File: src/rtl/core/arpr_pkg.sv
// ----------------------------------------------------------------------------
// arpr_pkg
// Shared types and codes of the single-entry ARP resolver: classified item
// record, entry modes, result event codes and send kinds.
// ----------------------------------------------------------------------------
package arpr_pkg;

   // classification made by the front end
   typedef enum logic [2:0] {
      OP_SHORT,
      OP_MALFORMED,
      OP_NOT_US,
      OP_LEARN_REQ,
      OP_LEARN_REP,
      OP_QUERY,
      OP_TICK,
      OP_NONE
   } op_type;

   // state of the single cache entry
   typedef enum logic [1:0] {
      MODE_FREE,
      MODE_VALID,
      MODE_PENDING
   } mode_type;

   // input action codes
   localparam logic [1:0] ACT_FRAME = 2'd0;
   localparam logic [1:0] ACT_QUERY = 2'd1;
   localparam logic [1:0] ACT_TICK  = 2'd2;

   // ARP header values that a frame must carry
   localparam logic [10:0] MIN_FRAME_LEN = 11'd28;
   localparam logic [15:0] HTYPE_ETH     = 16'h0001;
   localparam logic [15:0] PTYPE_IPV4    = 16'h0800;
   localparam logic [7:0]  HLEN_ETH      = 8'd6;
   localparam logic [7:0]  PLEN_IPV4     = 8'd4;
   localparam logic [15:0] ARP_OP_REQ    = 16'd1;
   localparam logic [15:0] ARP_OP_REP    = 16'd2;

   // frame to send
   localparam logic [1:0] KIND_NONE  = 2'd0;
   localparam logic [1:0] KIND_BCAST = 2'd1;
   localparam logic [1:0] KIND_REPLY = 2'd2;

   // result events
   localparam logic [3:0] EV_SHORT     = 4'd0;
   localparam logic [3:0] EV_MALFORMED = 4'd1;
   localparam logic [3:0] EV_NOT_US    = 4'd2;
   localparam logic [3:0] EV_LEARN_REQ = 4'd3;
   localparam logic [3:0] EV_LEARN_REP = 4'd4;
   localparam logic [3:0] EV_HIT       = 4'd5;
   localparam logic [3:0] EV_MISS      = 4'd6;
   localparam logic [3:0] EV_QUIET     = 4'd7;
   localparam logic [3:0] EV_EXPIRED   = 4'd8;
   localparam logic [3:0] EV_RETRY     = 4'd9;
   localparam logic [3:0] EV_FREED     = 4'd10;

   // configuration register indexes
   localparam logic [2:0] REG_LOCAL_IP    = 3'd0;
   localparam logic [2:0] REG_LOCAL_MAC   = 3'd1;
   localparam logic [2:0] REG_VALID_TO    = 3'd2;
   localparam logic [2:0] REG_PENDING_TO  = 3'd3;
   localparam logic [2:0] REG_MAX_RETRIES = 3'd4;

   // classified item passed from front to back
   typedef struct packed {
      op_type      op;
      logic [31:0] ip;
      logic [47:0] mac;
   } item_type;

   // aging settings used by the back end
   typedef struct packed {
      logic [15:0] valid_to;
      logic [15:0] pending_to;
      logic [7:0]  max_retries;
   } timing_type;

   // back end status seen at the top level
   typedef struct packed {
      logic     pop;
      mode_type mode;
   } back_status_type;

endpackage

File: src/rtl/core/arpr_front.sv
// ----------------------------------------------------------------------------
// arpr_front
// Classifies an incoming item: frame checks against the ARP header rules and
// the local IP, resolve queries and timer ticks, into a compact record.
// ----------------------------------------------------------------------------
module arpr_front (
   input  logic [1:0]       action,
   input  logic [10:0]      frame_length,
   input  logic [15:0]      hardware_type,
   input  logic [15:0]      protocol_type,
   input  logic [7:0]       hardware_len,
   input  logic [7:0]       protocol_len,
   input  logic [15:0]      arp_opcode,
   input  logic [47:0]      src_mac,
   input  logic [31:0]      src_ip,
   input  logic [31:0]      dst_ip,
   input  logic [31:0]      query_ip,
   input  logic [31:0]      local_ip,
   output arpr_pkg::item_type item
);
   import arpr_pkg::*;

   logic hdr_ok;

   // header sanity checks
   assign hdr_ok = (hardware_type == HTYPE_ETH) && (protocol_type == PTYPE_IPV4) &&
                   (hardware_len == HLEN_ETH) && (protocol_len == PLEN_IPV4) &&
                   ((arp_opcode == ARP_OP_REQ) || (arp_opcode == ARP_OP_REP));

   // classify the item
   always_comb begin
      item.ip  = src_ip;
      item.mac = src_mac;
      case (action)
         ACT_FRAME: begin
            if (frame_length < MIN_FRAME_LEN) begin
               item.op = OP_SHORT;
            end else if (!hdr_ok) begin
               item.op = OP_MALFORMED;
            end else if (dst_ip != local_ip) begin
               item.op = OP_NOT_US;
            end else if (arp_opcode == ARP_OP_REQ) begin
               item.op = OP_LEARN_REQ;
            end else begin
               item.op = OP_LEARN_REP;
            end
         end
         ACT_QUERY: begin
            item.op = OP_QUERY;
            item.ip = query_ip;
         end
         ACT_TICK: begin
            item.op = OP_TICK;
         end
         default: begin
            item.op = OP_NONE;
         end
      endcase
   end

endmodule

File: src/rtl/core/arpr_queue.sv
// ----------------------------------------------------------------------------
// arpr_queue
// Short register queue of classified items between front and back end.
// ----------------------------------------------------------------------------
module arpr_queue #(
   parameter int DEPTH = 2
) (
   input  logic               clock,
   input  logic               reset,
   input  logic               push,
   input  arpr_pkg::item_type push_item,
   output logic               push_ready,
   input  logic               pop,
   output arpr_pkg::item_type pop_item,
   output logic               pop_valid
);
   import arpr_pkg::*;

   localparam int PTR_W = (DEPTH > 1) ? $clog2(DEPTH) : 1;
   localparam int CNT_W = $clog2(DEPTH + 1);
   localparam logic [PTR_W-1:0] LAST_PTR = PTR_W'(DEPTH - 1);
   localparam logic [CNT_W-1:0] FULL_CNT = CNT_W'(DEPTH);

   item_type          slot_ff [DEPTH];
   logic [PTR_W-1:0]  wr_ptr_ff, wr_ptr_in;
   logic [PTR_W-1:0]  rd_ptr_ff, rd_ptr_in;
   logic [CNT_W-1:0]  count_ff, count_in;
   logic              do_push, do_pop;

   assign push_ready = (count_ff != FULL_CNT);
   assign pop_valid  = (count_ff != '0);
   assign pop_item   = slot_ff[rd_ptr_ff];
   assign do_push    = push && push_ready;
   assign do_pop     = pop && pop_valid;

   // pointer and fill count update
   always_comb begin
      wr_ptr_in = wr_ptr_ff;
      rd_ptr_in = rd_ptr_ff;
      count_in  = count_ff;
      if (do_push) begin
         wr_ptr_in = (wr_ptr_ff == LAST_PTR) ? '0 : wr_ptr_ff + 1'b1;
      end
      if (do_pop) begin
         rd_ptr_in = (rd_ptr_ff == LAST_PTR) ? '0 : rd_ptr_ff + 1'b1;
      end
      if (do_push && !do_pop) begin
         count_in = count_ff + 1'b1;
      end else if (do_pop && !do_push) begin
         count_in = count_ff - 1'b1;
      end
   end

   always_ff @(posedge clock) begin
      if (reset) begin
         wr_ptr_ff <= '0;
         rd_ptr_ff <= '0;
         count_ff  <= '0;
      end else begin
         wr_ptr_ff <= wr_ptr_in;
         rd_ptr_ff <= rd_ptr_in;
         count_ff  <= count_in;
      end
   end

   // storage
   always_ff @(posedge clock) begin
      if (do_push) begin
         slot_ff[wr_ptr_ff] <= push_item;
      end
   end

endmodule

File: src/rtl/core/arpr_back.sv
// ----------------------------------------------------------------------------
// arpr_back
// Carries out classified items against the single cache entry: learning,
// lookups and tick aging, and holds the result in an output register.
// ----------------------------------------------------------------------------
module arpr_back (
   input  logic                      clock,
   input  logic                      reset,
   input  arpr_pkg::item_type        item,
   input  logic                      item_valid,
   output logic                      item_pop,
   input  arpr_pkg::timing_type      timing,
   output logic                      rsp_valid,
   input  logic                      rsp_ready,
   output logic [1:0]                rsp_kind,
   output logic [31:0]               rsp_dst_ip,
   output logic [47:0]               rsp_dst_mac,
   output logic                      rsp_hit,
   output logic [47:0]               rsp_resolved_mac,
   output logic [3:0]                rsp_event,
   output arpr_pkg::back_status_type status
);
   import arpr_pkg::*;

   // entry state
   mode_type    mode_ff, mode_in;
   logic [31:0] ip_ff, ip_in;
   logic [47:0] mac_ff, mac_in;
   logic [15:0] ticks_ff, ticks_in;
   logic [7:0]  retries_ff, retries_in;

   // result register
   logic        valid_ff;
   logic [1:0]  kind_ff, kind_in;
   logic [31:0] tip_ff, tip_in;
   logic [47:0] tmac_ff, tmac_in;
   logic        hit_ff, hit_in;
   logic [47:0] rmac_ff, rmac_in;
   logic [3:0]  event_ff, event_in;

   logic        expire;

   assign item_pop = item_valid && (!valid_ff || rsp_ready);
   assign expire   = (ticks_ff[15:1] == 15'd0);

   // execute the head item
   always_comb begin
      mode_in    = mode_ff;
      ip_in      = ip_ff;
      mac_in     = mac_ff;
      ticks_in   = ticks_ff;
      retries_in = retries_ff;
      kind_in    = KIND_NONE;
      tip_in     = '0;
      tmac_in    = '0;
      hit_in     = 1'b0;
      rmac_in    = '0;
      event_in   = EV_QUIET;
      case (item.op)
         OP_SHORT:     event_in = EV_SHORT;
         OP_MALFORMED: event_in = EV_MALFORMED;
         OP_NOT_US:    event_in = EV_NOT_US;
         OP_LEARN_REQ, OP_LEARN_REP: begin
            mode_in    = MODE_VALID;
            ip_in      = item.ip;
            mac_in     = item.mac;
            ticks_in   = timing.valid_to;
            retries_in = timing.max_retries;
            if (item.op == OP_LEARN_REQ) begin
               kind_in  = KIND_REPLY;
               tip_in   = item.ip;
               tmac_in  = item.mac;
               event_in = EV_LEARN_REQ;
            end else begin
               event_in = EV_LEARN_REP;
            end
         end
         OP_QUERY: begin
            if ((mode_ff == MODE_VALID) && (ip_ff == item.ip)) begin
               hit_in   = 1'b1;
               rmac_in  = mac_ff;
               event_in = EV_HIT;
            end else begin
               kind_in  = KIND_BCAST;
               tip_in   = item.ip;
               event_in = EV_MISS;
            end
         end
         OP_TICK: begin
            case (mode_ff)
               MODE_VALID: begin
                  if (expire) begin
                     kind_in  = KIND_BCAST;
                     tip_in   = ip_ff;
                     mode_in  = MODE_PENDING;
                     ticks_in = timing.pending_to;
                     event_in = EV_EXPIRED;
                  end else begin
                     ticks_in = ticks_ff - 16'd1;
                  end
               end
               MODE_PENDING: begin
                  if (!expire) begin
                     ticks_in = ticks_ff - 16'd1;
                  end else if (retries_ff == 8'd0) begin
                     mode_in  = MODE_FREE;
                     ticks_in = '0;
                     event_in = EV_FREED;
                  end else begin
                     retries_in = retries_ff - 8'd1;
                     kind_in    = KIND_BCAST;
                     tip_in     = ip_ff;
                     ticks_in   = timing.pending_to;
                     event_in   = EV_RETRY;
                  end
               end
               default: begin
               end
            endcase
         end
         default: event_in = EV_QUIET;
      endcase
   end

   // control state
   always_ff @(posedge clock) begin
      if (reset) begin
         mode_ff  <= MODE_FREE;
         valid_ff <= 1'b0;
      end else begin
         if (item_pop) begin
            mode_ff <= mode_in;
         end
         if (item_pop) begin
            valid_ff <= 1'b1;
         end else if (rsp_ready) begin
            valid_ff <= 1'b0;
         end
      end
   end

   // entry payload and result payload
   always_ff @(posedge clock) begin
      if (item_pop) begin
         ip_ff      <= ip_in;
         mac_ff     <= mac_in;
         ticks_ff   <= ticks_in;
         retries_ff <= retries_in;
         kind_ff    <= kind_in;
         tip_ff     <= tip_in;
         tmac_ff    <= tmac_in;
         hit_ff     <= hit_in;
         rmac_ff    <= rmac_in;
         event_ff   <= event_in;
      end
   end

   assign rsp_valid        = valid_ff;
   assign rsp_kind         = kind_ff;
   assign rsp_dst_ip       = tip_ff;
   assign rsp_dst_mac      = tmac_ff;
   assign rsp_hit          = hit_ff;
   assign rsp_resolved_mac = rmac_ff;
   assign rsp_event        = event_ff;
   assign status.pop       = item_pop;
   assign status.mode      = mode_ff;

endmodule

File: src/rtl/core/arp_single_entry_resolver.sv
// ----------------------------------------------------------------------------
// arp_single_entry_resolver
// Single-entry ARP cache with refresh, retry and timeout.
// ----------------------------------------------------------------------------
// Usage:
//   req_* is the item stream: tuser carries the action (frame, query, tick),
//   tdata the decoded ARP frame fields and the query address. Every item
//   gives exactly one rsp_* item: tuser carries the kind of frame to send,
//   tdata its target, the lookup result and an event code.
//   csr_* is a register port for local IP/MAC, the two timeouts and the
//   retry budget; write it only while no item is in flight.
// Path and throughput:
//   an accepted item is stored in the queue, taken from its head by the
//   back end and its result registered on rsp_*. One item per cycle is
//   sustained while rsp_tready is high, and each pop updates the entry.
// Stalls and reset:
//   a queue of QUEUE_DEPTH items sits between classifier and execution;
//   while rsp_tready is low the result is held and req_tready drops once
//   the queue is full. Reset empties the queue, drops any pending result,
//   frees the entry and loads the register defaults.
// ----------------------------------------------------------------------------
module arp_single_entry_resolver #(
   parameter int QUEUE_DEPTH = 2
) (
   input  logic         clock,
   input  logic         reset,
   // item input
   input  logic         req_tvalid,
   output logic         req_tready,
   // frame_length, hardware_type, protocol_type, hardware_len, protocol_len,
   // arp_opcode, src_mac, src_ip, dst_ip, query_ip, zero pad
   input  logic [223:0] req_tdata,
   // action
   input  logic [1:0]   req_tuser,
   // result output
   output logic         rsp_tvalid,
   input  logic         rsp_tready,
   // send_dst_ip, send_dst_mac, lookup_hit, resolved_mac, event_res,
   // zero pad
   output logic [135:0] rsp_tdata,
   // send_kind
   output logic [1:0]   rsp_tuser,
   // register port
   input  logic         csr_psel,
   input  logic         csr_penable,
   input  logic         csr_pwrite,
   input  logic [5:0]   csr_paddr,
   input  logic [63:0]  csr_pwdata,
   output logic [63:0]  csr_prdata,
   output logic         csr_pready
);
   import arpr_pkg::*;

   // registers
   logic [31:0] local_ip_ff;
   logic [47:0] local_mac_ff;
   logic [15:0] valid_to_ff;
   logic [15:0] pending_to_ff;
   logic [7:0]  max_retries_ff;
   logic        csr_wr;
   logic [2:0]  csr_index;

   item_type        front_item;
   item_type        head_item;
   logic            head_valid;
   logic            head_pop;
   timing_type      timing;
   back_status_type back_status;

   logic [1:0]  out_kind;
   logic [31:0] out_tip;
   logic [47:0] out_tmac;
   logic        out_hit;
   logic [47:0] out_rmac;
   logic [3:0]  out_event;

   // register port
   assign csr_pready = 1'b1;
   assign csr_index  = csr_paddr[5:3];
   assign csr_wr     = csr_psel && csr_penable && csr_pwrite;

   always_ff @(posedge clock) begin
      if (reset) begin
         local_ip_ff    <= '0;
         local_mac_ff   <= '0;
         valid_to_ff    <= 16'd5;
         pending_to_ff  <= 16'd1;
         max_retries_ff <= 8'd5;
      end else if (csr_wr) begin
         case (csr_index)
            REG_LOCAL_IP:    local_ip_ff    <= csr_pwdata[31:0];
            REG_LOCAL_MAC:   local_mac_ff   <= csr_pwdata[47:0];
            REG_VALID_TO:    valid_to_ff    <= csr_pwdata[15:0];
            REG_PENDING_TO:  pending_to_ff  <= csr_pwdata[15:0];
            REG_MAX_RETRIES: max_retries_ff <= csr_pwdata[7:0];
            default: begin
            end
         endcase
      end
   end

   // register read back
   always_comb begin
      case (csr_index)
         REG_LOCAL_IP:    csr_prdata = {32'd0, local_ip_ff};
         REG_LOCAL_MAC:   csr_prdata = {16'd0, local_mac_ff};
         REG_VALID_TO:    csr_prdata = {48'd0, valid_to_ff};
         REG_PENDING_TO:  csr_prdata = {48'd0, pending_to_ff};
         REG_MAX_RETRIES: csr_prdata = {56'd0, max_retries_ff};
         default:         csr_prdata = '0;
      endcase
   end

   assign timing.valid_to    = valid_to_ff;
   assign timing.pending_to  = pending_to_ff;
   assign timing.max_retries = max_retries_ff;

   // front end: classification
   arpr_front u_front (
      .action        (req_tuser),
      .frame_length  (req_tdata[10:0]),
      .hardware_type (req_tdata[26:11]),
      .protocol_type (req_tdata[42:27]),
      .hardware_len  (req_tdata[50:43]),
      .protocol_len  (req_tdata[58:51]),
      .arp_opcode    (req_tdata[74:59]),
      .src_mac       (req_tdata[122:75]),
      .src_ip        (req_tdata[154:123]),
      .dst_ip        (req_tdata[186:155]),
      .query_ip      (req_tdata[218:187]),
      .local_ip      (local_ip_ff),
      .item          (front_item)
   );

   // queue between the two halves
   arpr_queue #(
      .DEPTH (QUEUE_DEPTH)
   ) u_queue (
      .clock      (clock),
      .reset      (reset),
      .push       (req_tvalid),
      .push_item  (front_item),
      .push_ready (req_tready),
      .pop        (head_pop),
      .pop_item   (head_item),
      .pop_valid  (head_valid)
   );

   // back end: entry update and result register
   arpr_back u_back (
      .clock            (clock),
      .reset            (reset),
      .item             (head_item),
      .item_valid       (head_valid),
      .item_pop         (head_pop),
      .timing           (timing),
      .rsp_valid        (rsp_tvalid),
      .rsp_ready        (rsp_tready),
      .rsp_kind         (out_kind),
      .rsp_dst_ip       (out_tip),
      .rsp_dst_mac      (out_tmac),
      .rsp_hit          (out_hit),
      .rsp_resolved_mac (out_rmac),
      .rsp_event        (out_event),
      .status           (back_status)
   );

   assign rsp_tuser = out_kind;
   assign rsp_tdata = {3'd0, out_event, out_rmac, out_hit, out_tmac, out_tip};

   // the local MAC is only read back; frame assembly lies outside this block

   // checks
   a_stall_only_when_busy: assert property (@(posedge clock) disable iff (reset)
      !req_tready |-> head_valid)
      else $error("input stalled with an empty queue");

   a_hit_needs_valid_entry: assert property (@(posedge clock) disable iff (reset)
      (back_status.pop && back_status.mode != MODE_VALID) |=> !rsp_tdata[80])
      else $error("lookup hit without a valid entry");

   a_reset_clears_output: assert property (@(posedge clock)
      $past(reset) |-> !rsp_tvalid)
      else $error("result valid right after reset");

endmodule

File: config.mk
export PLATFORM = sky130hd
export DESIGN_NAME = arp_single_entry_resolver
export DESIGN_NICKNAME = d
export VERILOG_FILES = /design/src/rtl/core/arpr_pkg.sv /design/src/rtl/core/arpr_front.sv /design/src/rtl/core/arpr_queue.sv /design/src/rtl/core/arpr_back.sv /design/src/rtl/core/arp_single_entry_resolver.sv
export SDC_FILE = /design/constraint.sdc
export NUM_CORES = 1
export LEC_CHECK = 0
export BUFFER_PORTS_ARGS = -buffer_cell sky130_fd_sc_hd__buf_2
export CORE_ASPECT_RATIO = 0.6
export CORE_MARGIN = 4
export CORE_UTILIZATION = 49
export CTS_CLUSTER_SIZE = 28
export DETAILED_ROUTE_END_ITERATION = 7
export GPL_TIMING_DRIVEN = 0
export PLACE_DENSITY_LB_ADDON = 0.1
export SLEW_MARGIN = 20
export SYNTH_ARGS = -nofsm -noshare
export SYNTH_HDL_FRONTEND = slang
export SYNTH_SLANG_ARGS = --single-unit
export TNS_END_PERCENT = 30
File: constraint.sdc
create_clock -name clock -period 5.6 [get_ports clock]
set_input_delay 0.56 -clock clock [delete_from_list [all_inputs] [get_ports clock]]
set_output_delay 0.56 -clock clock [all_outputs]
set_load 0.05 [all_outputs]
==> summary.txt <==
Hold Slack: 0.175 ns
Avg WL per Cell: 20.8 µm
Core Region: 45300 µm²
Hold path endpoint: u_queue.slot_ff[1][38]
Root Buffer Master: clkbuf_16
Initial antenna violation count: 8
Max Transition Viols Final: 0
Hpwl dp: 47400 µm
Post-cts resize count: 0
Critical Path End Type: flip-flop
Chip height: 175 µm
Main area contributors after synthesis: edfxtp_1 (53%), dfxtp_1 (11%), mux2_2 (4.5%)
PwrDens: 470 nW/µm²
Final RePlAce weighted congestion: 0.942
H-tree lvl count: 2
# hold bufs at CTS: 0
Starting Density: 0.501
LEAKAGE: 0.0106 µW
FF-to-FF End: u_back.retries_ff[3]
Placed cell count: 2916
Crit share post-route: 0.641
DRT iter0 DRCs: 1343
Avg Inst Size Synth: 12.6 µm²
Min Tclk post-route: 3.59 ns
First-pass GRT wire length: 93000 µm
Synth Instances: 1806
Distinct cells, synth: 58
DR DRC count: 0
Largest net degree at the start of global routing: 102
Outcome: finished clean
Final instance area: 27700 µm²
Gr ovfl total: 0
Worst Reg-to-Reg Cells: 5
Finished Layout Cells: 3010
Synthesized area: 22700 µm²
Seq/Total Area, Yosys: 0.648
Async SR Flop Fraction: 0
Hold path depth: 1
Number of max-cap violations: 0
Setup Buffers After CTS: 0
Commonest non-fill, non-tap cell in the layout: buf_2
Synthesis Warnings: 0
Final setup vio count: 0
Die ar.: 50000 µm²
Rows: 60
Area share of the largest cell type after synthesis: 0.535
Highest-count cells in the layout ignoring fill and taps: buf_2 (469), edfxtp_1 (405), nand2_1 (242)
Via-to-Cell Ratio: 5.37
Die W: 286 µm
EDFF count, synth: 405
Total number of vias: 16.1k
CTS Buffer Depth: 3
I/O pins: 508
Yosys reg bits: 533
Maximum VDD drop: 0.375 mV
Area of placed instances: 26200 µm²
Post-Route WL: 62500 µm
CTS sink cnt: 533
Fmax: 279 MHz
Final hold violations: 0
Antenna Nets Post-Route: 0
Worst slew pin tran: 1.09 ns
Critical Path RT: 5.78 ns
Num CTS Buffers: 49
Arrival @ worst endpoint: 3.77 ns
Clock Latency Late Sink: 0.57 ns
First-pass DRT Iterations: 6
I/O Buffers: 461
HP Class: in2reg
CP Launch Type: flip-flop
Layout cells sized above 1: 0.317
Clock transition at path regs: 0.07 ns
Ys flop type: edfxtp_1
Critical Path Fanout Max: 9
Critical path type: reg2reg
Nets: 2658
Hold Crit Start: req_tdata[113]
Vias in the first global route: 15.8k
R2R Path Start: u_back.ticks_ff[2]
Final Skew: 0.0184 ns
Worst slew margin: 0.265
All-Layer GR Usage: 0.241
Area Overhead vs Synth: 22.0%
CTS tree: done
R2R setup slack: 2.01 ns
Setup TNS: 0 ns
Yosys top cell by area: edfxtp_1
RSZ-0062 raised after global routing: no
critical path, cell delays in order, from the launching register on:
cell and delay (ns):
edfxtp_1 0.46, nor3_1 0.68, nand3_1 0.50, nor2_1 0.71, nand3_1 0.14, a21oi_1 0.70
state kept, by name, summed over array words and instances, names as in the netlist, named ones only:
| name | flops |
|---|---|
| u_back.rsp_dst_ip | 32 |
| u_back.rsp_dst_mac | 48 |
| pending_to_ff | 16 |
| valid_to_ff | 16 |
| local_ip_ff | 32 |
| u_back.mac_ff | 48 |
| u_queue.rd_ptr_ff | 1 |
| u_back.mode_ff | 2 |
| max_retries_ff | 8 |
| u_queue.slot_ff | 166 |
| u_back.retries_ff | 8 |
| u_back.rsp_kind | 2 |
| u_back.rsp_hit | 1 |
| local_mac_ff | 48 |
| u_back.ticks_ff | 16 |
| u_queue.count_ff | 2 |
| u_back.rsp_valid | 1 |
| u_back.ip_ff | 32 |
| u_back.rsp_event | 4 |
| u_queue.wr_ptr_ff | 1 |
| u_back.rsp_resolved_mac | 48 |
report_power, final:
group | switching, µW | internal [µW]
Clock | 1450 | 1850
Combinational | 3090 | 1060
Sequential | 236 | 5340
how the worst max path moves through the flow:
stage / start / to / slack, ns / cells after the start
3_5_place_dp: csr_paddr[4] / csr_prdata[30] / 2.08 / 6
4_1_cts: csr_paddr[4] / csr_prdata[30] / 2.08 / 6
6_report: u_back.ticks_ff[2] / u_back.retries_ff[3] / 2.01 / 5
2_1_floorplan: flip-flop / u_back.ip_ff[0] / 0.25 / 7
5_1_grt: u_back.ticks_ff[2] / u_back.retries_ff[3] / 1.76 / 5
3_3_place_gp: flip-flop / u_back.mac_ff[33] / -2.41 / 7
routing by layer:
| layer | up-vias | GRT usage | share of wire |
|---|---|---|---|
| met5 | - | 0 | 0 |
| met3 | 91 | 0.0404 | 0.077 |
| met4 | 0 | 0.0587 | 0.023 |
| met2 | 675 | 0.386 | 0.46 |
| li1 | 7526 | - | - |
| met1 | 7857 | 0.347 | 0.44 |
Yosys cell counts, types with 2 or more instances:
master / count
a211o_1: 4
a21oi_1: 139
a22o_1: 16
a22oi_1: 57
a31oi_1: 6
and2_1: 65
and3_1: 7
buf_1: 13
buf_2: 8
buf_4: 21
buf_6: 10
clkbuf_1: 72
conb_1: 2
dfxtp_1: 128
edfxtp_1: 405
ha_1: 8
inv_1: 89
inv_2: 6
mux2_2: 91
mux2i_1: 36
mux2i_2: 6
mux4_2: 8
nand2_1: 242
nand2b_1: 6
nand3_1: 12
nand3b_1: 4
nand4_1: 12
nor2_1: 67
nor2b_1: 13
nor3_1: 9
nor3_2: 48
nor4_1: 29
nor4bb_1: 2
o21ai_0: 9
o22ai_1: 8
o31ai_1: 33
or2_2: 4
or3_1: 8
xnor2_1: 35
xor2_1: 50
through the flow:
stage          setup slack [ns]  power [µW]   util
6_report                   2.01       13000  0.612
5_1_grt                    1.76       13600  0.612
4_1_cts                    2.08       13100  0.612
3_5_place_dp               2.08        9840  0.577
3_3_place_gp              -2.41        9790  0.571
2_1_floorplan             0.247        8590      -
kinds of logic (layout without fill, tap and decap cells):
family | Yosys count | after routing | share of synthesized area
AOI/OAI and AO/OA | 280 | 280 | 0.0771
xor gates and xnor gates | 85 | 85 | 0.0327
adders and majority gates | 8 | 8 | 0.00440
buffers and inverters | 220 | 781 | 0.0435
DFF | 533 | 533 | 0.648
muxes | 141 | 141 | 0.0725
other | 2 | 25 | 0.000330
and+or+nand+nor | 537 | 537 | 0.122
cell type report:
class,instances,area (µm²)
fillers,3717,17600
clock buffers,61,1310
plain buffers,124,629
flip-flops and latches,533,14700
well taps,620,776
clock inverters,28,255
repair buffers,472,2550
inverters,96,368
multi-input cells,1071,7120
diodes,5,12.5
Note: power is estimated with default switching activity, not from simulation.
